`config.mk`:
```
export PLATFORM = sky130hd
export DESIGN_NAME = rmd160_final
export DESIGN_NICKNAME = d
export VERILOG_FILES = /design/src/rtl/rmd160_pkg.sv /design/src/rtl/rmd160_final.sv
export SDC_FILE = /design/constraint.sdc
export NUM_CORES = 1
export LEC_CHECK = 0
export ABC_AREA = 1
export BUFFER_PORTS_ARGS = -buffer_cell sky130_fd_sc_hd__buf_2
export CORE_AREA = 2 2 291 293
export DETAILED_ROUTE_END_ITERATION = 10
export DIE_AREA = 0 0 293 295
export SYNTH_ARGS = -nofsm -noshare
export SYNTH_HDL_FRONTEND = slang
export SYNTH_SLANG_ARGS = --single-unit
```
`constraint.sdc`:
```
create_clock -name clk -period 11.6 [get_ports clk]
set_input_delay 1.16 -clock clk [delete_from_list [all_inputs] [get_ports clk]]
set_output_delay 1.16 -clock clk [all_outputs]
set_load 0.03 [all_outputs]
```
`src/rtl/rmd160_pkg.sv`:
```
`timescale 1ns / 1ps
// ----------------------------------------------------------------------------
// rmd160_pkg
// Shared types, round tables and helper functions for the RIPEMD-160
// single-block hash pipeline.
// ----------------------------------------------------------------------------
package rmd160_pkg;

    localparam int NUM_ROUNDS = 80;
    localparam int MSG_WORDS  = 8;

    // one working line: five 32-bit chaining words
    typedef struct packed {
        logic [31:0] a;
        logic [31:0] b;
        logic [31:0] c;
        logic [31:0] d;
        logic [31:0] e;
    } rmd_line_t;

    // everything that travels down the pipeline with one request
    typedef struct packed {
        rmd_line_t                      left;
        rmd_line_t                      right;
        logic [MSG_WORDS-1:0][31:0]     msg;
    } rmd_state_t;

    // initial chaining values
    localparam logic [31:0] H0 = 32'h67452301;
    localparam logic [31:0] H1 = 32'hEFCDAB89;
    localparam logic [31:0] H2 = 32'h98BADCFE;
    localparam logic [31:0] H3 = 32'h10325476;
    localparam logic [31:0] H4 = 32'hC3D2E1F0;

    // padding words of the fixed 32-byte message block
    localparam logic [3:0]  PAD_MARK_IDX  = 4'd8;
    localparam logic [3:0]  PAD_LEN_IDX   = 4'd14;
    localparam logic [31:0] PAD_MARK_WORD = 32'h00000080;
    localparam logic [31:0] PAD_LEN_WORD  = 32'd256;

    localparam logic [4:0]  ROT_C = 5'd10;

    localparam logic [3:0] SEL_LEFT [NUM_ROUNDS] = '{
        4'd0, 4'd1, 4'd2, 4'd3, 4'd4, 4'd5, 4'd6, 4'd7,
        4'd8, 4'd9, 4'd10, 4'd11, 4'd12, 4'd13, 4'd14, 4'd15,
        4'd7, 4'd4, 4'd13, 4'd1, 4'd10, 4'd6, 4'd15, 4'd3,
        4'd12, 4'd0, 4'd9, 4'd5, 4'd2, 4'd14, 4'd11, 4'd8,
        4'd3, 4'd10, 4'd14, 4'd4, 4'd9, 4'd15, 4'd8, 4'd1,
        4'd2, 4'd7, 4'd0, 4'd6, 4'd13, 4'd11, 4'd5, 4'd12,
        4'd1, 4'd9, 4'd11, 4'd10, 4'd0, 4'd8, 4'd12, 4'd4,
        4'd13, 4'd3, 4'd7, 4'd15, 4'd14, 4'd5, 4'd6, 4'd2,
        4'd4, 4'd0, 4'd5, 4'd9, 4'd7, 4'd12, 4'd2, 4'd10,
        4'd14, 4'd1, 4'd3, 4'd8, 4'd11, 4'd6, 4'd15, 4'd13
    };

    localparam logic [3:0] SEL_RIGHT [NUM_ROUNDS] = '{
        4'd5, 4'd14, 4'd7, 4'd0, 4'd9, 4'd2, 4'd11, 4'd4,
        4'd13, 4'd6, 4'd15, 4'd8, 4'd1, 4'd10, 4'd3, 4'd12,
        4'd6, 4'd11, 4'd3, 4'd7, 4'd0, 4'd13, 4'd5, 4'd10,
        4'd14, 4'd15, 4'd8, 4'd12, 4'd4, 4'd9, 4'd1, 4'd2,
        4'd15, 4'd5, 4'd1, 4'd3, 4'd7, 4'd14, 4'd6, 4'd9,
        4'd11, 4'd8, 4'd12, 4'd2, 4'd10, 4'd0, 4'd4, 4'd13,
        4'd8, 4'd6, 4'd4, 4'd1, 4'd3, 4'd11, 4'd15, 4'd0,
        4'd5, 4'd12, 4'd2, 4'd13, 4'd9, 4'd7, 4'd10, 4'd14,
        4'd12, 4'd15, 4'd10, 4'd4, 4'd1, 4'd5, 4'd8, 4'd7,
        4'd6, 4'd2, 4'd13, 4'd14, 4'd0, 4'd3, 4'd9, 4'd11
    };

    localparam logic [4:0] ROT_LEFT [NUM_ROUNDS] = '{
        5'd11, 5'd14, 5'd15, 5'd12, 5'd5, 5'd8, 5'd7, 5'd9,
        5'd11, 5'd13, 5'd14, 5'd15, 5'd6, 5'd7, 5'd9, 5'd8,
        5'd7, 5'd6, 5'd8, 5'd13, 5'd11, 5'd9, 5'd7, 5'd15,
        5'd7, 5'd12, 5'd15, 5'd9, 5'd11, 5'd7, 5'd13, 5'd12,
        5'd11, 5'd13, 5'd6, 5'd7, 5'd14, 5'd9, 5'd13, 5'd15,
        5'd14, 5'd8, 5'd13, 5'd6, 5'd5, 5'd12, 5'd7, 5'd5,
        5'd11, 5'd12, 5'd14, 5'd15, 5'd14, 5'd15, 5'd9, 5'd8,
        5'd9, 5'd14, 5'd5, 5'd6, 5'd8, 5'd6, 5'd5, 5'd12,
        5'd9, 5'd15, 5'd5, 5'd11, 5'd6, 5'd8, 5'd13, 5'd12,
        5'd5, 5'd12, 5'd13, 5'd14, 5'd11, 5'd8, 5'd5, 5'd6
    };

    localparam logic [4:0] ROT_RIGHT [NUM_ROUNDS] = '{
        5'd8, 5'd9, 5'd9, 5'd11, 5'd13, 5'd15, 5'd15, 5'd5,
        5'd7, 5'd7, 5'd8, 5'd11, 5'd14, 5'd14, 5'd12, 5'd6,
        5'd9, 5'd13, 5'd15, 5'd7, 5'd12, 5'd8, 5'd9, 5'd11,
        5'd7, 5'd7, 5'd12, 5'd7, 5'd6, 5'd15, 5'd13, 5'd11,
        5'd9, 5'd7, 5'd15, 5'd11, 5'd8, 5'd6, 5'd6, 5'd14,
        5'd12, 5'd13, 5'd5, 5'd14, 5'd13, 5'd13, 5'd7, 5'd5,
        5'd15, 5'd5, 5'd8, 5'd11, 5'd14, 5'd14, 5'd6, 5'd14,
        5'd6, 5'd9, 5'd12, 5'd9, 5'd12, 5'd5, 5'd15, 5'd8,
        5'd8, 5'd5, 5'd12, 5'd9, 5'd12, 5'd5, 5'd14, 5'd6,
        5'd8, 5'd13, 5'd6, 5'd5, 5'd15, 5'd13, 5'd11, 5'd11
    };

    localparam logic [31:0] K_LEFT [5] = '{
        32'h00000000, 32'h5A827999, 32'h6ED9EBA1, 32'h8F1BBCDC, 32'hA953FD4E
    };

    localparam logic [31:0] K_RIGHT [5] = '{
        32'h50A28BE6, 32'h5C4DD124, 32'h6D703EF3, 32'h7A6D76E9, 32'h00000000
    };

    // Boolean function codes
    localparam logic [2:0] FN_XOR  = 3'd0;
    localparam logic [2:0] FN_MUX  = 3'd1;
    localparam logic [2:0] FN_ORN  = 3'd2;
    localparam logic [2:0] FN_MUXZ = 3'd3;
    localparam logic [2:0] FN_XORN = 3'd4;

    // rotate left by n
    function automatic logic [31:0] rotl32(input logic [31:0] x, input logic [4:0] n);
        logic [63:0] dbl;
        dbl = {x, x} << n;
        return dbl[63:32];
    endfunction

    // the five round functions
    function automatic logic [31:0] bool_fn(input logic [2:0] sel, input logic [31:0] x,
                                            input logic [31:0] y, input logic [31:0] z);
        logic [31:0] r;
        case (sel)
            FN_XOR:  r = x ^ y ^ z;
            FN_MUX:  r = (x & y) | (~x & z);
            FN_ORN:  r = (x | ~y) ^ z;
            FN_MUXZ: r = (x & z) | (y & ~z);
            default: r = x ^ (y | ~z);
        endcase
        return r;
    endfunction

    // word of the padded block: message words, then padding constants
    function automatic logic [31:0] block_word(input logic [MSG_WORDS-1:0][31:0] msg,
                                               input logic [3:0] idx);
        logic [31:0] r;
        if (idx[3] == 1'b0)
            r = msg[idx[2:0]];
        else if (idx == PAD_MARK_IDX)
            r = PAD_MARK_WORD;
        else if (idx == PAD_LEN_IDX)
            r = PAD_LEN_WORD;
        else
            r = 32'd0;
        return r;
    endfunction

endpackage

```
`src/rtl/rmd160_final.sv`:
```
`timescale 1ns / 1ps
// ----------------------------------------------------------------------------
// rmd160_final
// Cross-addition of the two lines with the initial chaining values, and the
// output register that holds the digest until it is taken.
// ----------------------------------------------------------------------------
module rmd160_final
    import rmd160_pkg::*;
(
    input  logic        clk,
    input  logic        rst_n,
    input  logic        in_valid,
    output logic        in_ready,
    input  rmd_state_t  in_state,
    output logic        out_valid,
    input  logic        out_ready,
    output logic [63:0] digest_word_0,
    output logic [63:0] digest_word_1,
    output logic [31:0] digest_word_2
);

    logic        valid_reg;
    logic [31:0] h0_next;
    logic [31:0] h1_next;
    logic [31:0] h2_next;
    logic [31:0] h3_next;
    logic [31:0] h4_next;
    logic [63:0] dw0_reg;
    logic [63:0] dw1_reg;
    logic [31:0] dw2_reg;

    // final cross-addition
    always_comb
    begin
        h0_next = H1 + in_state.left.c + in_state.right.d;
        h1_next = H2 + in_state.left.d + in_state.right.e;
        h2_next = H3 + in_state.left.e + in_state.right.a;
        h3_next = H4 + in_state.left.a + in_state.right.b;
        h4_next = H0 + in_state.left.b + in_state.right.c;
    end

    assign in_ready = !valid_reg || out_ready;

    // output valid
    always_ff @(posedge clk or negedge rst_n)
    begin
        if (!rst_n)
            valid_reg <= 1'b0;
        else if (in_ready)
            valid_reg <= in_valid;
    end

    // digest register
    always_ff @(posedge clk)
    begin
        if (in_ready && in_valid)
        begin
            dw0_reg <= {h1_next, h0_next};
            dw1_reg <= {h3_next, h2_next};
            dw2_reg <= h4_next;
        end
    end

    assign out_valid     = valid_reg;
    assign digest_word_0 = dw0_reg;
    assign digest_word_1 = dw1_reg;
    assign digest_word_2 = dw2_reg;

endmodule

```
==> impl_metrics.csv <==
group,metric,value,unit
clock_tree,worstSkewPairLatency,510,ps
finish,fillers,9256,
drt,wl_per_cell,14.5,um
drt,num_vias,18800,
timing,fin_crit_sh,27.0,%
setup_path,cp_cell_sequence,"buf_2 -> ha_1 -> ha_1 -> fa_1 -> nand3_1 -> nand3_1 -> nand2_1 -> nand2_2 -> nand2_1 -> nand2_2 -> nand2_1 -> nand2_1 -> nand2_1 -> nand2_1",
place,place_ws,7950,ps
clock_tree,postCtsSetupBuffers,0,
finish,final_core_util,28.5,%
clock_tree,clk_pin_slew,70,ps
global_routing,grt_max_degree,64,
setup_path,reg2regPathDepth,3,
clock_tree,ctsHoldBuffers,0,
timing,skew,15.8,ps
floorplanning,coreArea,83200,sq um
timing,fin_tns_setup,0,ps
clock_tree,h-tree-depth,4,
setup_path,reg2reg_from,"out_valid",
place,placed_area,23000,sq um
setup_path,r2r_slack,9160,ps
timing,fmax,0.319,GHz
setup_path,cp-end-kind,"flop",
global_routing,grt_pass1_wl,98000,um
setup_path,crit_slowest_cell,"fa_1",
timing,holdWs,420,ps
setup_path,crit_required,11860,ps
timing,post-route-min-period,3140,ps
setup_path,timing.critical_path.fanout_max,4,
clock_tree,cts.sinks,161,
floorplanning,die_x,293,um
synth,ys_seq_area_share,25.1,%
global_routing,grt_pass1_vias,18000,
timing,rsz0062_at_grt,"false",
floorplanning,initial_utilization,23.1,%
drt,wirelength,65900,um
setup_path,cp.arrival,3390,ps
power,powerDensity,117,nW/um^2
setup_path,setup.worst_path.class,"input pin to flop",
setup_path,startpoint,"in_state[353]",
global_routing,grt.total_usage,15.1,%
finish,syn_to_final_growth,23.1,%
job,maxCapViolCount,0,
timing,fin_ws,8460,ps
place,hpwl,57900,um
global_routing,grt_antenna_before_repair,19,
clock_tree,post_cts_resized,0,
power,vdd_ir_drop_max,0.111,mV
finish,layout_commonest_cell,"nand2_1",
run_status,status,"finished, final reports clean",
setup_path,r2r-end,"digest_word_0[46]",
finish,nets,4344,
setup_path,path_delay_family,"adder cells",
timing,hold_viol,0,
clock_tree,clk_path_buf_depth,2,
drt,drc,0,
clock_tree,cts_tree,"built",
drt,postRouteAntennaNets,0,
synth,synth.avg_cell_area,6.52,sq um
floorplanning,die_h,295,um
synth,ys_ff_latch,161,
finish,stdcell_area,23700,sq um
timing,worst_pin_slew,935,ps
floorplanning,io_pins,742,
synth,syn_inst,2947,
timing,setup_viol,0,
finish,drive_above_1_share,17.7,%
timing,slew_viol_final,0,
place,place_congestion,0.903,
finish,layout_common_cells,"nand2_1, inv_1, buf_2",
setup_path,cp_num_buf_inv,1,
drt,drt_iter0_markers,871,
synth,synth_cell_types,22,
drt,first_pass_iters,8,
setup_path,path_common_cell,"nand2_1",
drt,viasPerCell,4.12,
clock_tree,cts_made_buffers,17,
timing,relSlewSlack,37.7,%
setup_path,slowest_delay,620,ps
floorplanning,die_area,86400,sq um
floorplanning,row_count,106,
power,leakage,0.0145,uW
global_routing,grt_remaining_overflow,0,
setup_path,crit_path_start_kind,"input pin",
place,io_buffers,485,
worst_hold_path,hp-class,"input pin to async pin",
synth,ys_warn_count,0,
synth,synth.cell_area,19200,sq um
synth,synth_fp_nets,3837,
clock_tree,root_buffer,"clkbuf_16",
==> worst max path at each step <==
stage / slack, ps / cells after the start / end
finish: 8460 / 14 / digest_word_1[61]
global route: 8300 / 14 / digest_word_1[61]
CTS: 8520 / 14 / digest_word_1[61]
detailed placement: 7950 / 14 / digest_word_1[61]
global placement: 7950 / 14 / digest_word_1[61]
floorplan: 1970 / 2 / digest_word_0[0]
==> cell families (layout without fill, tap and decap cells) <==
logic type | count (synthesis) | count (layout) | synth area share, %
flops | 161 | 161 | 25.1
simple gates | 1460 | 1460 | 31.3
fa+ha+maj | 310 | 310 | 20.4
buf+inv | 811 | 1331 | 15.8
other cells | 0 | 5 | 0
compound gates | 120 | 120 | 3.46
xor+xnor | 85 | 85 | 3.87
==> cell type report <==
cell class                      count  area [sq um]  share of cell area, %
Multi-Input combinational cell   1975         11400                   48.0
Sequential cell                   161          4830                   20.4
Inverter                          811          3040                   12.9
Timing Repair Buffer              488          2450                   10.4
Tap cell                         1080          1350                   5.71
Clock buffer                       20           437                   1.85
Clock inverter                     12           181                  0.767
Antenna cell                        5          12.5                 0.0529
==> state kept, by name, summed over array words and instances (netlist names) <==
name,cells
digest_word_1,64
digest_word_0,64
out_valid,1
digest_word_2,32
==> layer usage <==
metal	global-route usage (%)	vias up	wire length (um)	share of wire, %
li1	-	9913	-	-
met1	19.1	8254	30200	46
met2	24.9	500	29600	45
met3	4.29	70	4660	7.1
met4	4.43	18	1260	1.9
met5	0	-	119	0.18
==> synth_stat cells, drive strengths merged <==
master  count  area share, %
nand2    1079             22
inv       811             16
ha        305             20
nor2      197            3.9
edfxtp    160             25
nand3     133            4.1
a21oi     102            2.8
xor2       78            3.6
nor3       29           0.89
nand4      21           0.68
o21bai     13           0.51
xnor2       7           0.32
a21o        5           0.20
fa          5           0.52
and3        1          0.033
dfrtp       1           0.13
==> power breakdown <==
part,switching [uW],internal (uW),total [uW],leakage [uW]
registers,25.5,768,794,0.00154
clock network,288,362,649,0.000301
logic,896,425,1320,0.0127
==> through the flow <==
step | instances | total power (uW)
4_1_cts | 4547 | 2820
2_1_floorplan | 2947 | 1710
5_1_grt | 4548 | 2980
3_3_place_gp | 4515 | 2130
3_5_place_dp | 4515 | 2130
6_report | 4552 | 2760
No activity file was read; power rests on OpenSTA's default activity.
