===== src/rtl/rmd160_pkg.sv =====
`timescale 1ns / 1ps
// ----------------------------------------------------------------------------
// rmd160_pkg
// Shared types, round tables and helper functions for the RIPEMD-160
// single-block hash pipeline.
// ----------------------------------------------------------------------------
package rmd160_pkg;

    localparam int NUM_ROUNDS = 80;
    localparam int MSG_WORDS  = 8;

    // one working line: five 32-bit chaining words
    typedef struct packed {
        logic [31:0] a;
        logic [31:0] b;
        logic [31:0] c;
        logic [31:0] d;
        logic [31:0] e;
    } rmd_line_t;

    // everything that travels down the pipeline with one request
    typedef struct packed {
        rmd_line_t                      left;
        rmd_line_t                      right;
        logic [MSG_WORDS-1:0][31:0]     msg;
    } rmd_state_t;

    // initial chaining values
    localparam logic [31:0] H0 = 32'h67452301;
    localparam logic [31:0] H1 = 32'hEFCDAB89;
    localparam logic [31:0] H2 = 32'h98BADCFE;
    localparam logic [31:0] H3 = 32'h10325476;
    localparam logic [31:0] H4 = 32'hC3D2E1F0;

    // padding words of the fixed 32-byte message block
    localparam logic [3:0]  PAD_MARK_IDX  = 4'd8;
    localparam logic [3:0]  PAD_LEN_IDX   = 4'd14;
    localparam logic [31:0] PAD_MARK_WORD = 32'h00000080;
    localparam logic [31:0] PAD_LEN_WORD  = 32'd256;

    localparam logic [4:0]  ROT_C = 5'd10;

    localparam logic [3:0] SEL_LEFT [NUM_ROUNDS] = '{
        4'd0, 4'd1, 4'd2, 4'd3, 4'd4, 4'd5, 4'd6, 4'd7,
        4'd8, 4'd9, 4'd10, 4'd11, 4'd12, 4'd13, 4'd14, 4'd15,
        4'd7, 4'd4, 4'd13, 4'd1, 4'd10, 4'd6, 4'd15, 4'd3,
        4'd12, 4'd0, 4'd9, 4'd5, 4'd2, 4'd14, 4'd11, 4'd8,
        4'd3, 4'd10, 4'd14, 4'd4, 4'd9, 4'd15, 4'd8, 4'd1,
        4'd2, 4'd7, 4'd0, 4'd6, 4'd13, 4'd11, 4'd5, 4'd12,
        4'd1, 4'd9, 4'd11, 4'd10, 4'd0, 4'd8, 4'd12, 4'd4,
        4'd13, 4'd3, 4'd7, 4'd15, 4'd14, 4'd5, 4'd6, 4'd2,
        4'd4, 4'd0, 4'd5, 4'd9, 4'd7, 4'd12, 4'd2, 4'd10,
        4'd14, 4'd1, 4'd3, 4'd8, 4'd11, 4'd6, 4'd15, 4'd13
    };

    localparam logic [3:0] SEL_RIGHT [NUM_ROUNDS] = '{
        4'd5, 4'd14, 4'd7, 4'd0, 4'd9, 4'd2, 4'd11, 4'd4,
        4'd13, 4'd6, 4'd15, 4'd8, 4'd1, 4'd10, 4'd3, 4'd12,
        4'd6, 4'd11, 4'd3, 4'd7, 4'd0, 4'd13, 4'd5, 4'd10,
        4'd14, 4'd15, 4'd8, 4'd12, 4'd4, 4'd9, 4'd1, 4'd2,
        4'd15, 4'd5, 4'd1, 4'd3, 4'd7, 4'd14, 4'd6, 4'd9,
        4'd11, 4'd8, 4'd12, 4'd2, 4'd10, 4'd0, 4'd4, 4'd13,
        4'd8, 4'd6, 4'd4, 4'd1, 4'd3, 4'd11, 4'd15, 4'd0,
        4'd5, 4'd12, 4'd2, 4'd13, 4'd9, 4'd7, 4'd10, 4'd14,
        4'd12, 4'd15, 4'd10, 4'd4, 4'd1, 4'd5, 4'd8, 4'd7,
        4'd6, 4'd2, 4'd13, 4'd14, 4'd0, 4'd3, 4'd9, 4'd11
    };

    localparam logic [4:0] ROT_LEFT [NUM_ROUNDS] = '{
        5'd11, 5'd14, 5'd15, 5'd12, 5'd5, 5'd8, 5'd7, 5'd9,
        5'd11, 5'd13, 5'd14, 5'd15, 5'd6, 5'd7, 5'd9, 5'd8,
        5'd7, 5'd6, 5'd8, 5'd13, 5'd11, 5'd9, 5'd7, 5'd15,
        5'd7, 5'd12, 5'd15, 5'd9, 5'd11, 5'd7, 5'd13, 5'd12,
        5'd11, 5'd13, 5'd6, 5'd7, 5'd14, 5'd9, 5'd13, 5'd15,
        5'd14, 5'd8, 5'd13, 5'd6, 5'd5, 5'd12, 5'd7, 5'd5,
        5'd11, 5'd12, 5'd14, 5'd15, 5'd14, 5'd15, 5'd9, 5'd8,
        5'd9, 5'd14, 5'd5, 5'd6, 5'd8, 5'd6, 5'd5, 5'd12,
        5'd9, 5'd15, 5'd5, 5'd11, 5'd6, 5'd8, 5'd13, 5'd12,
        5'd5, 5'd12, 5'd13, 5'd14, 5'd11, 5'd8, 5'd5, 5'd6
    };

    localparam logic [4:0] ROT_RIGHT [NUM_ROUNDS] = '{
        5'd8, 5'd9, 5'd9, 5'd11, 5'd13, 5'd15, 5'd15, 5'd5,
        5'd7, 5'd7, 5'd8, 5'd11, 5'd14, 5'd14, 5'd12, 5'd6,
        5'd9, 5'd13, 5'd15, 5'd7, 5'd12, 5'd8, 5'd9, 5'd11,
        5'd7, 5'd7, 5'd12, 5'd7, 5'd6, 5'd15, 5'd13, 5'd11,
        5'd9, 5'd7, 5'd15, 5'd11, 5'd8, 5'd6, 5'd6, 5'd14,
        5'd12, 5'd13, 5'd5, 5'd14, 5'd13, 5'd13, 5'd7, 5'd5,
        5'd15, 5'd5, 5'd8, 5'd11, 5'd14, 5'd14, 5'd6, 5'd14,
        5'd6, 5'd9, 5'd12, 5'd9, 5'd12, 5'd5, 5'd15, 5'd8,
        5'd8, 5'd5, 5'd12, 5'd9, 5'd12, 5'd5, 5'd14, 5'd6,
        5'd8, 5'd13, 5'd6, 5'd5, 5'd15, 5'd13, 5'd11, 5'd11
    };

    localparam logic [31:0] K_LEFT [5] = '{
        32'h00000000, 32'h5A827999, 32'h6ED9EBA1, 32'h8F1BBCDC, 32'hA953FD4E
    };

    localparam logic [31:0] K_RIGHT [5] = '{
        32'h50A28BE6, 32'h5C4DD124, 32'h6D703EF3, 32'h7A6D76E9, 32'h00000000
    };

    // Boolean function codes
    localparam logic [2:0] FN_XOR  = 3'd0;
    localparam logic [2:0] FN_MUX  = 3'd1;
    localparam logic [2:0] FN_ORN  = 3'd2;
    localparam logic [2:0] FN_MUXZ = 3'd3;
    localparam logic [2:0] FN_XORN = 3'd4;

    // rotate left by n
    function automatic logic [31:0] rotl32(input logic [31:0] x, input logic [4:0] n);
        logic [63:0] dbl;
        dbl = {x, x} << n;
        return dbl[63:32];
    endfunction

    // the five round functions
    function automatic logic [31:0] bool_fn(input logic [2:0] sel, input logic [31:0] x,
                                            input logic [31:0] y, input logic [31:0] z);
        logic [31:0] r;
        case (sel)
            FN_XOR:  r = x ^ y ^ z;
            FN_MUX:  r = (x & y) | (~x & z);
            FN_ORN:  r = (x | ~y) ^ z;
            FN_MUXZ: r = (x & z) | (y & ~z);
            default: r = x ^ (y | ~z);
        endcase
        return r;
    endfunction

    // word of the padded block: message words, then padding constants
    function automatic logic [31:0] block_word(input logic [MSG_WORDS-1:0][31:0] msg,
                                               input logic [3:0] idx);
        logic [31:0] r;
        if (idx[3] == 1'b0)
            r = msg[idx[2:0]];
        else if (idx == PAD_MARK_IDX)
            r = PAD_MARK_WORD;
        else if (idx == PAD_LEN_IDX)
            r = PAD_LEN_WORD;
        else
            r = 32'd0;
        return r;
    endfunction

endpackage


===== src/rtl/rmd160_round.sv =====
`timescale 1ns / 1ps
// ----------------------------------------------------------------------------
// rmd160_round
// One pipeline stage: a single round of both the left and the right line,
// with its own valid bit and a bubble-collapsing ready.
// ----------------------------------------------------------------------------
module rmd160_round
    import rmd160_pkg::*;
#(
    parameter int ROUND = 0
)
(
    input  logic       clk,
    input  logic       rst_n,
    input  logic       in_valid,
    output logic       in_ready,
    input  rmd_state_t in_state,
    output logic       out_valid,
    input  logic       out_ready,
    output rmd_state_t out_state
);

    localparam int         GRP    = ROUND / 16;
    localparam logic [2:0] FN_L   = 3'(GRP);
    localparam logic [2:0] FN_R   = 3'(4 - GRP);
    localparam logic [3:0] SL     = SEL_LEFT[ROUND];
    localparam logic [3:0] SR     = SEL_RIGHT[ROUND];
    localparam logic [4:0] RL     = ROT_LEFT[ROUND];
    localparam logic [4:0] RR     = ROT_RIGHT[ROUND];
    localparam logic [31:0] KL    = K_LEFT[GRP];
    localparam logic [31:0] KR    = K_RIGHT[GRP];

    logic       valid_reg;
    rmd_state_t state_reg;
    rmd_state_t state_next;
    logic [31:0] sum_l;
    logic [31:0] sum_r;

    // round arithmetic for both lines
    always_comb
    begin
        sum_l = in_state.left.a + bool_fn(FN_L, in_state.left.b, in_state.left.c,
                                          in_state.left.d)
                + block_word(in_state.msg, SL) + KL;
        sum_r = in_state.right.a + bool_fn(FN_R, in_state.right.b, in_state.right.c,
                                           in_state.right.d)
                + block_word(in_state.msg, SR) + KR;

        state_next.left.a  = in_state.left.e;
        state_next.left.e  = in_state.left.d;
        state_next.left.d  = rotl32(in_state.left.c, ROT_C);
        state_next.left.c  = in_state.left.b;
        state_next.left.b  = rotl32(sum_l, RL) + in_state.left.e;

        state_next.right.a = in_state.right.e;
        state_next.right.e = in_state.right.d;
        state_next.right.d = rotl32(in_state.right.c, ROT_C);
        state_next.right.c = in_state.right.b;
        state_next.right.b = rotl32(sum_r, RR) + in_state.right.e;

        state_next.msg     = in_state.msg;
    end

    // stage takes a request when empty or when its contents move on
    assign in_ready = !valid_reg || out_ready;

    // valid bit
    always_ff @(posedge clk or negedge rst_n)
    begin
        if (!rst_n)
            valid_reg <= 1'b0;
        else if (in_ready)
            valid_reg <= in_valid;
    end

    // payload
    always_ff @(posedge clk)
    begin
        if (in_ready && in_valid)
            state_reg <= state_next;
    end

    assign out_valid = valid_reg;
    assign out_state = state_reg;

endmodule


===== config.mk =====
export PLATFORM = sky130hd
export DESIGN_NAME = rmd160_round
export DESIGN_NICKNAME = d
export VERILOG_FILES = /design/src/rtl/rmd160_pkg.sv /design/src/rtl/rmd160_round.sv
export SDC_FILE = /design/constraint.sdc
export NUM_CORES = 1
export LEC_CHECK = 0
export ABC_AREA = 1
export ABC_CLOCK_PERIOD_IN_PS = 34000
export BUFFER_PORTS_ARGS = -buffer_cell sky130_fd_sc_hd__buf_2
export CAP_MARGIN = 40
export CORE_AREA = 2 2 449 451
export CTS_CLUSTER_DIAMETER = 200
export DETAILED_ROUTE_END_ITERATION = 7
export DIE_AREA = 0 0 451 453
export HOLD_SLACK_MARGIN = 0.15
export PLACE_DENSITY = 0.42
export SYNTH_ARGS = -nofsm -noshare
export SYNTH_HDL_FRONTEND = slang
export SYNTH_SLANG_ARGS = --single-unit

===== constraint.sdc =====
create_clock -name clk -period 34 [get_ports clk]
set_input_delay 8.5 -clock clk [delete_from_list [all_inputs] [get_ports clk]]
set_output_delay 8.5 -clock clk [all_outputs]
set_load 0.02 [all_outputs]

==> summary.txt, run 1 <==
Outcome
  – Outcome: finished clean

Route
  – Vias/cell: 3.694
  – Routed vias: 24,337
  – Drt first pass iters: 8
  – Routed Antenna Nets: 0
  – Residual DRC: 0
  – Initial detailed-routing violation count: 1,776
  – Routed WL: 172,900 µm
  – Avg WL per Cell: 26.25 µm

Floorplan
  – Die W: 451 µm
  – Core area: 199,200 µm²
  – FP Rows: 164
  – IO Pins: 1,158
  – Die Span Y: 453 µm
  – Die footprint: 204,300 µm²
  – Initial Util: 0.1455

Worst setup path
  – Cell repeated most along the worst path: buf_2
  – FF-to-FF setup slack: 29.89 ns
  – Slowest stage delay, CP: 0.19 ns
  – Crit-path leading delay family: buffers and inverters
  – Critical Path Sink Type: primary output
  – WS Path Type: in -> out
  – Critical path data required time: 25.50 ns
  – Worst Path Buf+Inv: 3
  – RR Startpoint: out_valid
  – R2R depth: 4
  – Worst path slowest cell: buf_2
  – CP Cell Sequence: buf_2 -> inv_1 -> nand2_1 -> buf_2
  – WP data arrival: 8.99 ns
  – Worst R2R End: out_state[253]
  – CP startpoint kind: primary input
  – Critical path peak fanout: 2

Clocking
  – CTS tree: built
  – Root Buffer: clkbuf_16
  – Bufs on Longest Clock Path: 3
  – CTS buffer count: 80
  – Hold-fix buffers at CTS: 0
  – Setup Buffers After CTS: 0
  – Skew-Pair Late Insertion Delay: 0.72 ns
  – H-tree Lvls: 3
  – Post_cts resized: 0
  – CTS Sinks: 577
  – CTS clk-pin slew, worst paths: 0.05 ns

Global route
  – Gr usage total: 0.1631
  – Largest net degree at the start of global routing: 150
  – First-pass GRT wire length: 220,900 µm
  – Number of global-route vias before repair: 23,358
  – Grt total ovfl: 0
  – Initial antenna violation count: 146

Logic synthesis
  – Syn nets: 3,392
  – Synth Area per Inst: 11.17 µm²
  – Mapped Area: 28,990 µm²
  – Seq/Total Area, Yosys: 0.5976
  – Number of synthesized register bits: 577
  – Synth unique cells: 36
  – Synth Instances: 2,595
  – Ys Warns: 0

Min path
  – Hold path startpoint: out_valid
  – Hold Path Depth: 2
  – Min-Delay Endpoint: out_valid
  – Worst hold path type: reg -> reg

Final layout
  – FILL cells: 22,107
  – Register Area: 17,320 µm²
  – Final Net Count: 4,639
  – Layout Utilization: 0.2054
  – Area of the multi-input gates: 10,010 µm²
  – Share of post-route cells with drive strength above 1: 0.3503
  – Area grow syn2layout: 41.18%

STA
  – Hold_ws: 1.075 ns
  – RSZ-0062 raised after global routing: false
  – Fin. max-slew vios: 0
  – Period utilization: 0.5145
  – Slew HR: 0.2662
  – Setup_tns: 0 ns
  – Fin crit period: 17.49 ns
  – Clk_skew: 0.03991 ns
  – Maximum clock rate: 57.17 MHz
  – Final Hold Fails: 0
  – Worst Tran Pin Value: 1.101 ns
  – Setup-failing EPs final: 0

Power and ir drop
  – Maximum VDD drop: 0.03480 mV
  – Leakage power: 18.43 nW
  – Power per Cell Area: 78.71 nW/µm²
  – Power after layout: 3.221 mW

Place
  – Port Buf Inserts: 1,157
  – Routability Congestion: 0.9449
  – Post-DP HPWL: 151,500 µm

Flow run
  – Max_cap viols: 0
==> synthesized netlist by cell type (all sizes together) <==
cell,n,area [µm²]
a21boi,1,7.510
a21o,6,45.04
a21oi,129,649.4
and2,6,37.54
dfrtp,1,25.02
edfxtp,576,17300
fa,66,1321
ha,151,1889
inv,445,1670
nand2,658,2570
nand3,93,480.5
nand3b,4,30.03
nand4,25,156.4
nor2,171,737.0
nor3,23,161.4
nor3b,2,25.02
nor4,1,12.51
o211ai,2,15.01
o21a,4,30.03
o21ai,48,240.2
o21bai,18,146.4
or2,2,12.52
xnor2,70,613.1
xor2,93,814.5
==> per-layer routing <==
metal | GRT usage | wire, µm | up-vias
met1 | 0.2209 | 77230 | 11840
met2 | 0.2661 | 80330 | 1024
met5 | 0 | 105 | -
met4 | 0.03736 | 5016 | 14
met3 | 0.03292 | 10260 | 313
li1 | - | - | 11146
==> registers in the layout, indices dropped and copies added, names as in the netlist <==
signal / count
out_state: 576
out_valid: 1
==> cells by family (layout without fill, tap and decap cells) <==
| group | Yosys count | count (layout) | share of synthesized area |
|---|---|---|---|
| AO/OA/AOI/OAI | 208 | 208 | 0.03911 |
| buffers and inverters | 445 | 1755 | 0.05763 |
| XOR/XNOR | 163 | 163 | 0.04925 |
| flip-flops | 577 | 577 | 0.5976 |
| adder cells (fa/ha/maj) | 217 | 217 | 0.1108 |
| AND/OR/NAND/NOR | 985 | 985 | 0.1457 |
| other | 0 | 27 | 0 |
==> final cells by class <==
class / count / share of cell area
Inverter: 445 / 0.04082
Timing Repair Buffer: 1165 / 0.1439
Clock buffer: 93 / 0.05063
Multi-Input combinational cell: 1573 / 0.2445
Antenna cell: 27 / 0.001651
Sequential cell: 577 / 0.4233
Clock inverter: 52 / 0.01403
Tap cell: 2656 / 0.08121
==> worst max path at each step <==
stage	slack [ns]	endpoint	from	cells past startpoint
final	16.51	in_ready	out_ready	4
after global routing	16.46	in_ready	out_ready	4
after CTS	16.50	in_ready	out_ready	4
after global placement	16.49	in_ready	out_ready	4
after detailed placement	16.50	in_ready	out_ready	4
after floorplan	8.13	out_state[0]	out_ready	2
==> stage by stage <==
| stage | area [µm²] | setup slack [ns] | instances |
|---|---|---|---|
| 2_1_floorplan | 28990 | 8.134 | 2595 |
| 3_3_place_gp | 38190 | 16.49 | 6415 |
| 3_5_place_dp | 38210 | 16.50 | 6416 |
| 4_1_cts | 40860 | 16.50 | 6561 |
| 5_1_grt | 40880 | 16.46 | 6570 |
| 6_report | 40920 | 16.51 | 6588 |
==> cells in the final DEF, fill, tap and decap left out, drive strengths merged, types with 6 or more instances in the layout <==
master / n
a21o: 6
a21oi: 129
and2: 6
buf: 1165
bufinv: 7
clkbuf: 93
clkinv: 32
diode: 27
edfxtp: 576
fa: 66
ha: 151
inv: 454
nand2: 658
nand3: 93
nand4: 25
nor2: 171
nor3: 23
o21ai: 48
o21bai: 18
xnor2: 70
xor2: 93
==> worst register-to-register path: cells and delay by family (launching register included) <==
kind	cells	cell delay [ns]
flip-flops	1	0.56
AO/OA/AOI/OAI	1	0.78
buffers and inverters	3	2.37
==> power breakdown <==
group / total (mW) / switching, mW / leakage, nW / internal (mW)
logic: 1.40 / 0.981 / 11.7 / 0.416
registers: 0.956 / 0.0526 / 5.50 / 0.904
clock network: 0.868 / 0.372 / 1.28 / 0.497
total: 3.22 / 1.40 / 18.4 / 1.82
(Power assumes the default switching activity.)
==> inputs of run 2 (changes only) <==
Settings changed: ABC_CLOCK_PERIOD_IN_PS 34000 to 17300.
Clock period 34 ns to 17.3 ns, I/O delays scaled along.
==> summary.txt, run 2 (synthesis gave the netlist of run 1 again) <==
Worst setup path
  – WP data arrival: 5.01 ns
  – Worst R2R End: out_state[177]
  – Slowest stage delay, CP: 0.25 ns
  – FF-to-FF setup slack: 13.92 ns
  – Critical path data required time: 12.98 ns
  – WS Path Type: in -> out
  – Cell repeated most along the worst path: buf_2
  – Critical path depth: 4
  – R2R depth: 6
  – RR Startpoint: out_valid
  – CP startpoint kind: primary input
  – Worst path slowest cell: buf_2
  – Critical Path Sink Type: primary output
  – CP Cell Sequence: buf_2 -> inv_1 -> nand2_1 -> buf_2
  – Critical path peak fanout: 2
  – Crit-path leading delay family: buffers and inverters
  – Worst Path Buf+Inv: 3

Route
  – Vias/cell: 3.731
  – Drt first pass iters: 6
  – Residual DRC: 0
  – Routed Antenna Nets: 0
  – Avg WL per Cell: 27.17 µm
  – Initial detailed-routing violation count: 2,158
  – Routed vias: 24,620
  – Routed WL: 179,300 µm

Final layout
  – Most common cell after layout, fill and taps aside: buf_2
  – Share of post-route cells with drive strength above 1: 0.3513
  – Final Cell Area: 41,160 µm²
  – Largest register FFs: 576
  – Area grow syn2layout: 41.99%
  – Final Net Count: 4,643
  – Most frequent cells in the layout: buf_2, nand2_1, edfxtp_1

Clocking
  – Skew-Pair Late Insertion Delay: 0.74 ns
  – Setup Buffers After CTS: 0
  – CTS Sinks: 577
  – Post_cts resized: 0
  – Hold-fix buffers at CTS: 0
  – CTS buffer count: 79
  – CTS clk-pin slew, worst paths: 0.05 ns
  – Bufs on Longest Clock Path: 3
  – CTS tree: built
  – H-tree Lvls: 3
  – Root Buffer: clkbuf_16

STA
  – Final Hold Fails: 0
  – Clk_skew: 0.04546 ns
  – Period utilization: 0.5396
  – Setup_tns: 0 ns
  – Setup-failing EPs final: 0
  – Maximum clock rate: 107.1 MHz
  – Fin. max-slew vios: 0
  – Slew HR: 0.2560
  – Fin crit period: 9.335 ns
  – RSZ-0062 raised after global routing: false
  – Worst Tran Pin Value: 1.116 ns
  – Hold_ws: 1.042 ns
  – Slack of the critical path: 7.965 ns

Min path
  – Worst hold path type: reg -> reg
  – Min-Delay Endpoint: out_valid
  – Hold path startpoint: out_valid
  – Hold Path Depth: 2

Global route
  – Grt total ovfl: 0
  – Number of global-route vias before repair: 23,455
  – GRT met2 Usage: 0.2699
  – Gr usage total: 0.1688
  – Initial antenna violation count: 150
  – First-pass GRT wire length: 227,700 µm
  – GR peak layer: met2
  – Routing usage on met3: 0.03009
  – Met1 Usage GRT: 0.2289
  – Largest net degree at the start of global routing: 151

Place
  – Post-DP HPWL: 157,300 µm
  – Port Buf Inserts: 1,157
  – Area after DPL: 38,310 µm²
  – Routability Congestion: 0.9798
  – Pre-CTS WS: 7.958 ns

Outcome
  – Outcome: finished clean

Floorplan
  – IO Pins: 1,158
  – Die Span Y: 453 µm
  – Core area: 199,200 µm²
  – Die W: 451 µm
  – Die footprint: 204,300 µm²
  – FP Rows: 164
  – Initial Util: 0.1455

Power and ir drop
  – Leakage power: 18.53 nW
  – Power per Cell Area: 156.5 nW/µm²
  – Maximum VDD drop: 0.07261 mV

Flow run
  – Max_cap viols: 0
run 2: changes by cell type in the layout (fill, tap and decap cells not counted), sizes merged:
cell | before | now
inv | 454 | 449
bufinv | 7 | 13
diode | 27 | 32
buf | 1165 | 1170
clkbuf | 93 | 95
clkinv | 32 | 30
run 2: layout make-up:
cell class | count | area (µm²)
Tap cell | 2656 | 3323
Clock buffer | 95 | 2037
Multi-Input combinational cell | 1573 | 10010
Fill cell | 22030 | 158100
Timing Repair Buffer | 1170 | 5993
Antenna cell | 32 | 80.08
Clock inverter | 51 | 726.9
Sequential cell | 577 | 17320
Inverter | 445 | 1670
run 2: where the power goes:
| group | internal (mW) | switching [mW] | leakage, nW | total (mW) |
|---|---|---|---|---|
| sequential | 1.78 | 0.112 | 5.50 | 1.89 |
| clock | 1.05 | 0.738 | 1.33 | 1.79 |
| combinational | 0.823 | 1.94 | 11.7 | 2.77 |
run 2: worst reg2reg max path, cell delays in order, from the launching register on:
cell and delay [ns]:
dfrtp_1 0.52, a21oi_4 0.25, buf_4 0.36, buf_12 0.27, buf_4 0.66, buf_4 0.53, buf_16 0.35
run 2: worst max path at each step:
stage                    to      start  slack, ns
3_3_place_gp       in_ready  out_ready       7.96
2_1_floorplan  out_state[0]  out_ready       2.79
4_1_cts            in_ready  out_ready       7.96
3_5_place_dp       in_ready  out_ready       7.96
5_1_grt            in_ready  out_ready       7.95
6_report           in_ready  out_ready       7.97
run 2: routing by layer:
| metal | vias up | wire, µm |
|---|---|---|
| met5 | - | 86 |
| met4 | 12 | 5566 |
| met3 | 297 | 10490 |
| met2 | 1202 | 83350 |
| met1 | 11963 | 79810 |
| li1 | 11146 | - |
run 2: through the flow:
stage | power [mW] | std cells | util
global route | 6.832 | 6579 | 0.2063
detailed placement | 4.667 | 6421 | 0.1923
finish | 6.442 | 6599 | 0.2066
CTS | 6.511 | 6567 | 0.2062
floorplan | 3.541 | 2595 | -
global placement | 4.671 | 6416 | 0.1916
==> inputs of run 3 (changes only) <==
Settings changed: ABC_AREA 1 to 0, ABC_CLOCK_PERIOD_IN_PS 17300 to 8000, CORE_AREA 2 2 449 451 to 2 2 451 453, DIE_AREA 0 0 451 453 to 0 0 453 455.
Clock period 17.3 ns to 8 ns, I/O delays scaled along.
==> summary.txt, run 3 <==
Route
  – Routed Antenna Nets: 0
  – Vias/cell: 3.463
  – Initial detailed-routing violation count: 1,384
  – Routed WL: 121,900 µm
  – Routed vias: 20,291
  – Residual DRC: 0
  – Drt first pass iters: 7
  – Avg WL per Cell: 20.80 µm

STA
  – Setup_tns: 0 ns
  – Fin crit period: 7.301 ns
  – Slew HR: 0.4700
  – Worst Tran Pin Value: 0.7949 ns
  – Maximum clock rate: 137.0 MHz
  – Final Hold Fails: 0
  – Setup-failing EPs final: 0
  – Clk_skew: 0.04745 ns
  – Fin. max-slew vios: 0
  – Period utilization: 0.9126
  – RSZ-0062 raised after global routing: false

Clocking
  – Skew-Pair Late Insertion Delay: 0.69 ns
  – H-tree Lvls: 3
  – Setup Buffers After CTS: 0
  – CTS clk-pin slew, worst paths: 0.06 ns
  – Hold-fix buffers at CTS: 0
  – CTS buffer count: 79
  – Root Buffer: clkbuf_16
  – Bufs on Longest Clock Path: 3
  – Post_cts resized: 0
  – CTS Sinks: 577
  – CTS tree: built

Logic synthesis
  – Synth unique cells: 79
  – Synth Area per Inst: 14.59 µm²
  – Largest cells by area after synthesis: edfxtp_1, ha_1, xnor2_1, fa_1, inv_1
  – Seq/Total Area, Yosys: 0.6405
  – Post-synth top cells: edfxtp_1, inv_1, xnor2_1
  – Number of synthesized register bits: 577
  – Top FF cell, synth: edfxtp_1
  – Simple-gate share of the synthesized area: 0.05353
  – Ys Warns: 0
  – Mapped Area: 27,050 µm²
  – Post-synth top area cell: edfxtp_1
  – Post-synthesis compound-gate area fraction: 0.09077
  – Top-count cell post-synth: edfxtp_1
  – Asr flop ratio synth: 0.001733
  – Post-synth EDFFs: 576
  – Post-synth top area share: 0.6395
  – Portion of netlist area occupied by mux cells: 0.001573
  – Synth Instances: 1,854
  – Area share of fa/ha/maj cells after synthesis: 0.1187
  – Xor/xnor share of the synthesized area: 0.06639
  – Largest family of logic cells by synthesized area: adder cells
  – Syn nets: 2,651

Final layout
  – Final Cell Area: 39,240 µm²
  – Final Net Count: 3,918
  – Largest register FFs: 576
  – Share of post-route cells with drive strength above 1: 0.4292
  – Non-filler instance count after layout: 5,860
  – Area grow syn2layout: 45.07%
  – Most common cell after layout, fill and taps aside: buf_2
  – Most frequent cells in the layout: buf_2, edfxtp_1, inv_1

Place
  – Routability Congestion: 0.7852
  – Area after DPL: 36,570 µm²
  – Post-DP HPWL: 103,000 µm
  – Port Buf Inserts: 1,157
  – Dpl cells: 5,712

Worst setup path
  – Slowest stage delay, CP: 0.46 ns
  – Critical path peak fanout: 3
  – Critical path data required time: 8.43 ns
  – WS Path Type: in -> reg
  – WP data arrival: 7.73 ns
  – Critical Path Sink Type: flip-flop
  – Worst path slowest cell: fa_1
  – Cell repeated most along the worst path: fa_1
  – CP startpoint kind: primary input

Floorplan
  – FP Rows: 165
  – Die Span Y: 455 µm
  – Initial Util: 0.1344
  – Core area: 201,300 µm²
  – Die footprint: 206,100 µm²
  – IO Pins: 1,158
  – Die W: 453 µm

Power and ir drop
  – Power after layout: 12.96 mW
  – Power per Cell Area: 330.3 nW/µm²
  – Leakage power: 16.27 nW
  – Maximum VDD drop: 0.1712 mV

Global route
  – Number of global-route vias before repair: 20,540
  – First-pass GRT wire length: 159,200 µm
  – Initial antenna violation count: 59
  – Gr usage total: 0.1115
  – Largest net degree at the start of global routing: 117
  – Grt total ovfl: 0

Flow run
  – Max_cap viols: 0

Outcome
  – Outcome: finished clean

Min path
  – Worst hold path type: reg -> reg
==> run 3: changes by cell type after synthesis, sizes merged, moves of 25 or more <==
cell,delta
xnor2,+95
inv,-273
nor2,-109
nand2b,+33
a21o,+48
nand2,-599
nand3,-63
nor2b,+26
xor2,-53
clkbuf,+25
==> run 3: layout make-up <==
| cell class | count | area [µm²] |
|---|---|---|
| inverter | 172 | 645.6 |
| sequential | 577 | 17320 |
| fill | 22045 | 162100 |
| clock buffer | 90 | 2061 |
| multi-input combinational | 1076 | 8954 |
| timing repair buffer | 1215 | 6301 |
| clock inverter | 48 | 585.6 |
| antenna | 10 | 25.02 |
| tap | 2672 | 3343 |
==> run 3: kinds of logic (layout without fill, tap and decap cells) <==
group / count (synthesis) / in the layout
flops: 577 / 577
fa+ha+maj: 217 / 217
compound gates: 366 / 366
other cells: 0 / 10
simple gates: 284 / 284
mux: 4 / 4
buf+inv: 201 / 1525
xor+xnor: 205 / 205
==> run 3: final timing paths <==
path / from / endpoint / slack [ns] / depth (start not counted)
max: in_state[288] / out_state[380] / 0.70 / 29
min: out_valid / out_valid / 0.54 / 2
max reg2reg: out_valid / out_state[112] / 5.58 / 5
min reg2reg: out_valid / out_valid / 0.54 / 2
max in group asynchronous: rst_n / out_valid / 6.85 / 1
min in group asynchronous: rst_n / out_valid / 1.07 / 1
==> run 3: layer usage <==
metal | global-route usage | vias up | wire (µm)
li1 | - | 9389 | -
met1 | 0.1044 | 9753 | 39780
met2 | 0.2256 | 905 | 69570
met3 | 0.03378 | 208 | 8487
met4 | 0.03589 | 36 | 3792
met5 | 0 | - | 238
==> run 3: per-stage QoR <==
step	utilization	setup WS [ns]	hold slack, ns
global placement	0.1816	-0.2599	0.5256
global route	0.1949	0.2153	0.5842
floorplan	-	0.8582	0.7890
detailed placement	0.1817	-0.3278	0.5310
finish	0.1949	0.6992	0.5446
CTS	0.1948	0.4810	0.5553
==> run 3: critical path: cells and delay by family <==
| family | cells | cell delay, ns |
|---|---|---|
| simple gates | 4 | 0.67 |
| xor+xnor | 3 | 0.53 |
| fa+ha+maj | 6 | 1.92 |
| buf+inv | 5 | 0.42 |
| compound gates | 11 | 2.18 |
==> run 3: where the power goes <==
part           total, mW  switching [mW]  leakage (nW)  internal, mW
Sequential          3.95          0.0800          5.50          3.87
Combinational       5.36            3.25          9.49          2.10
Clock               3.66            1.47          1.28          2.18
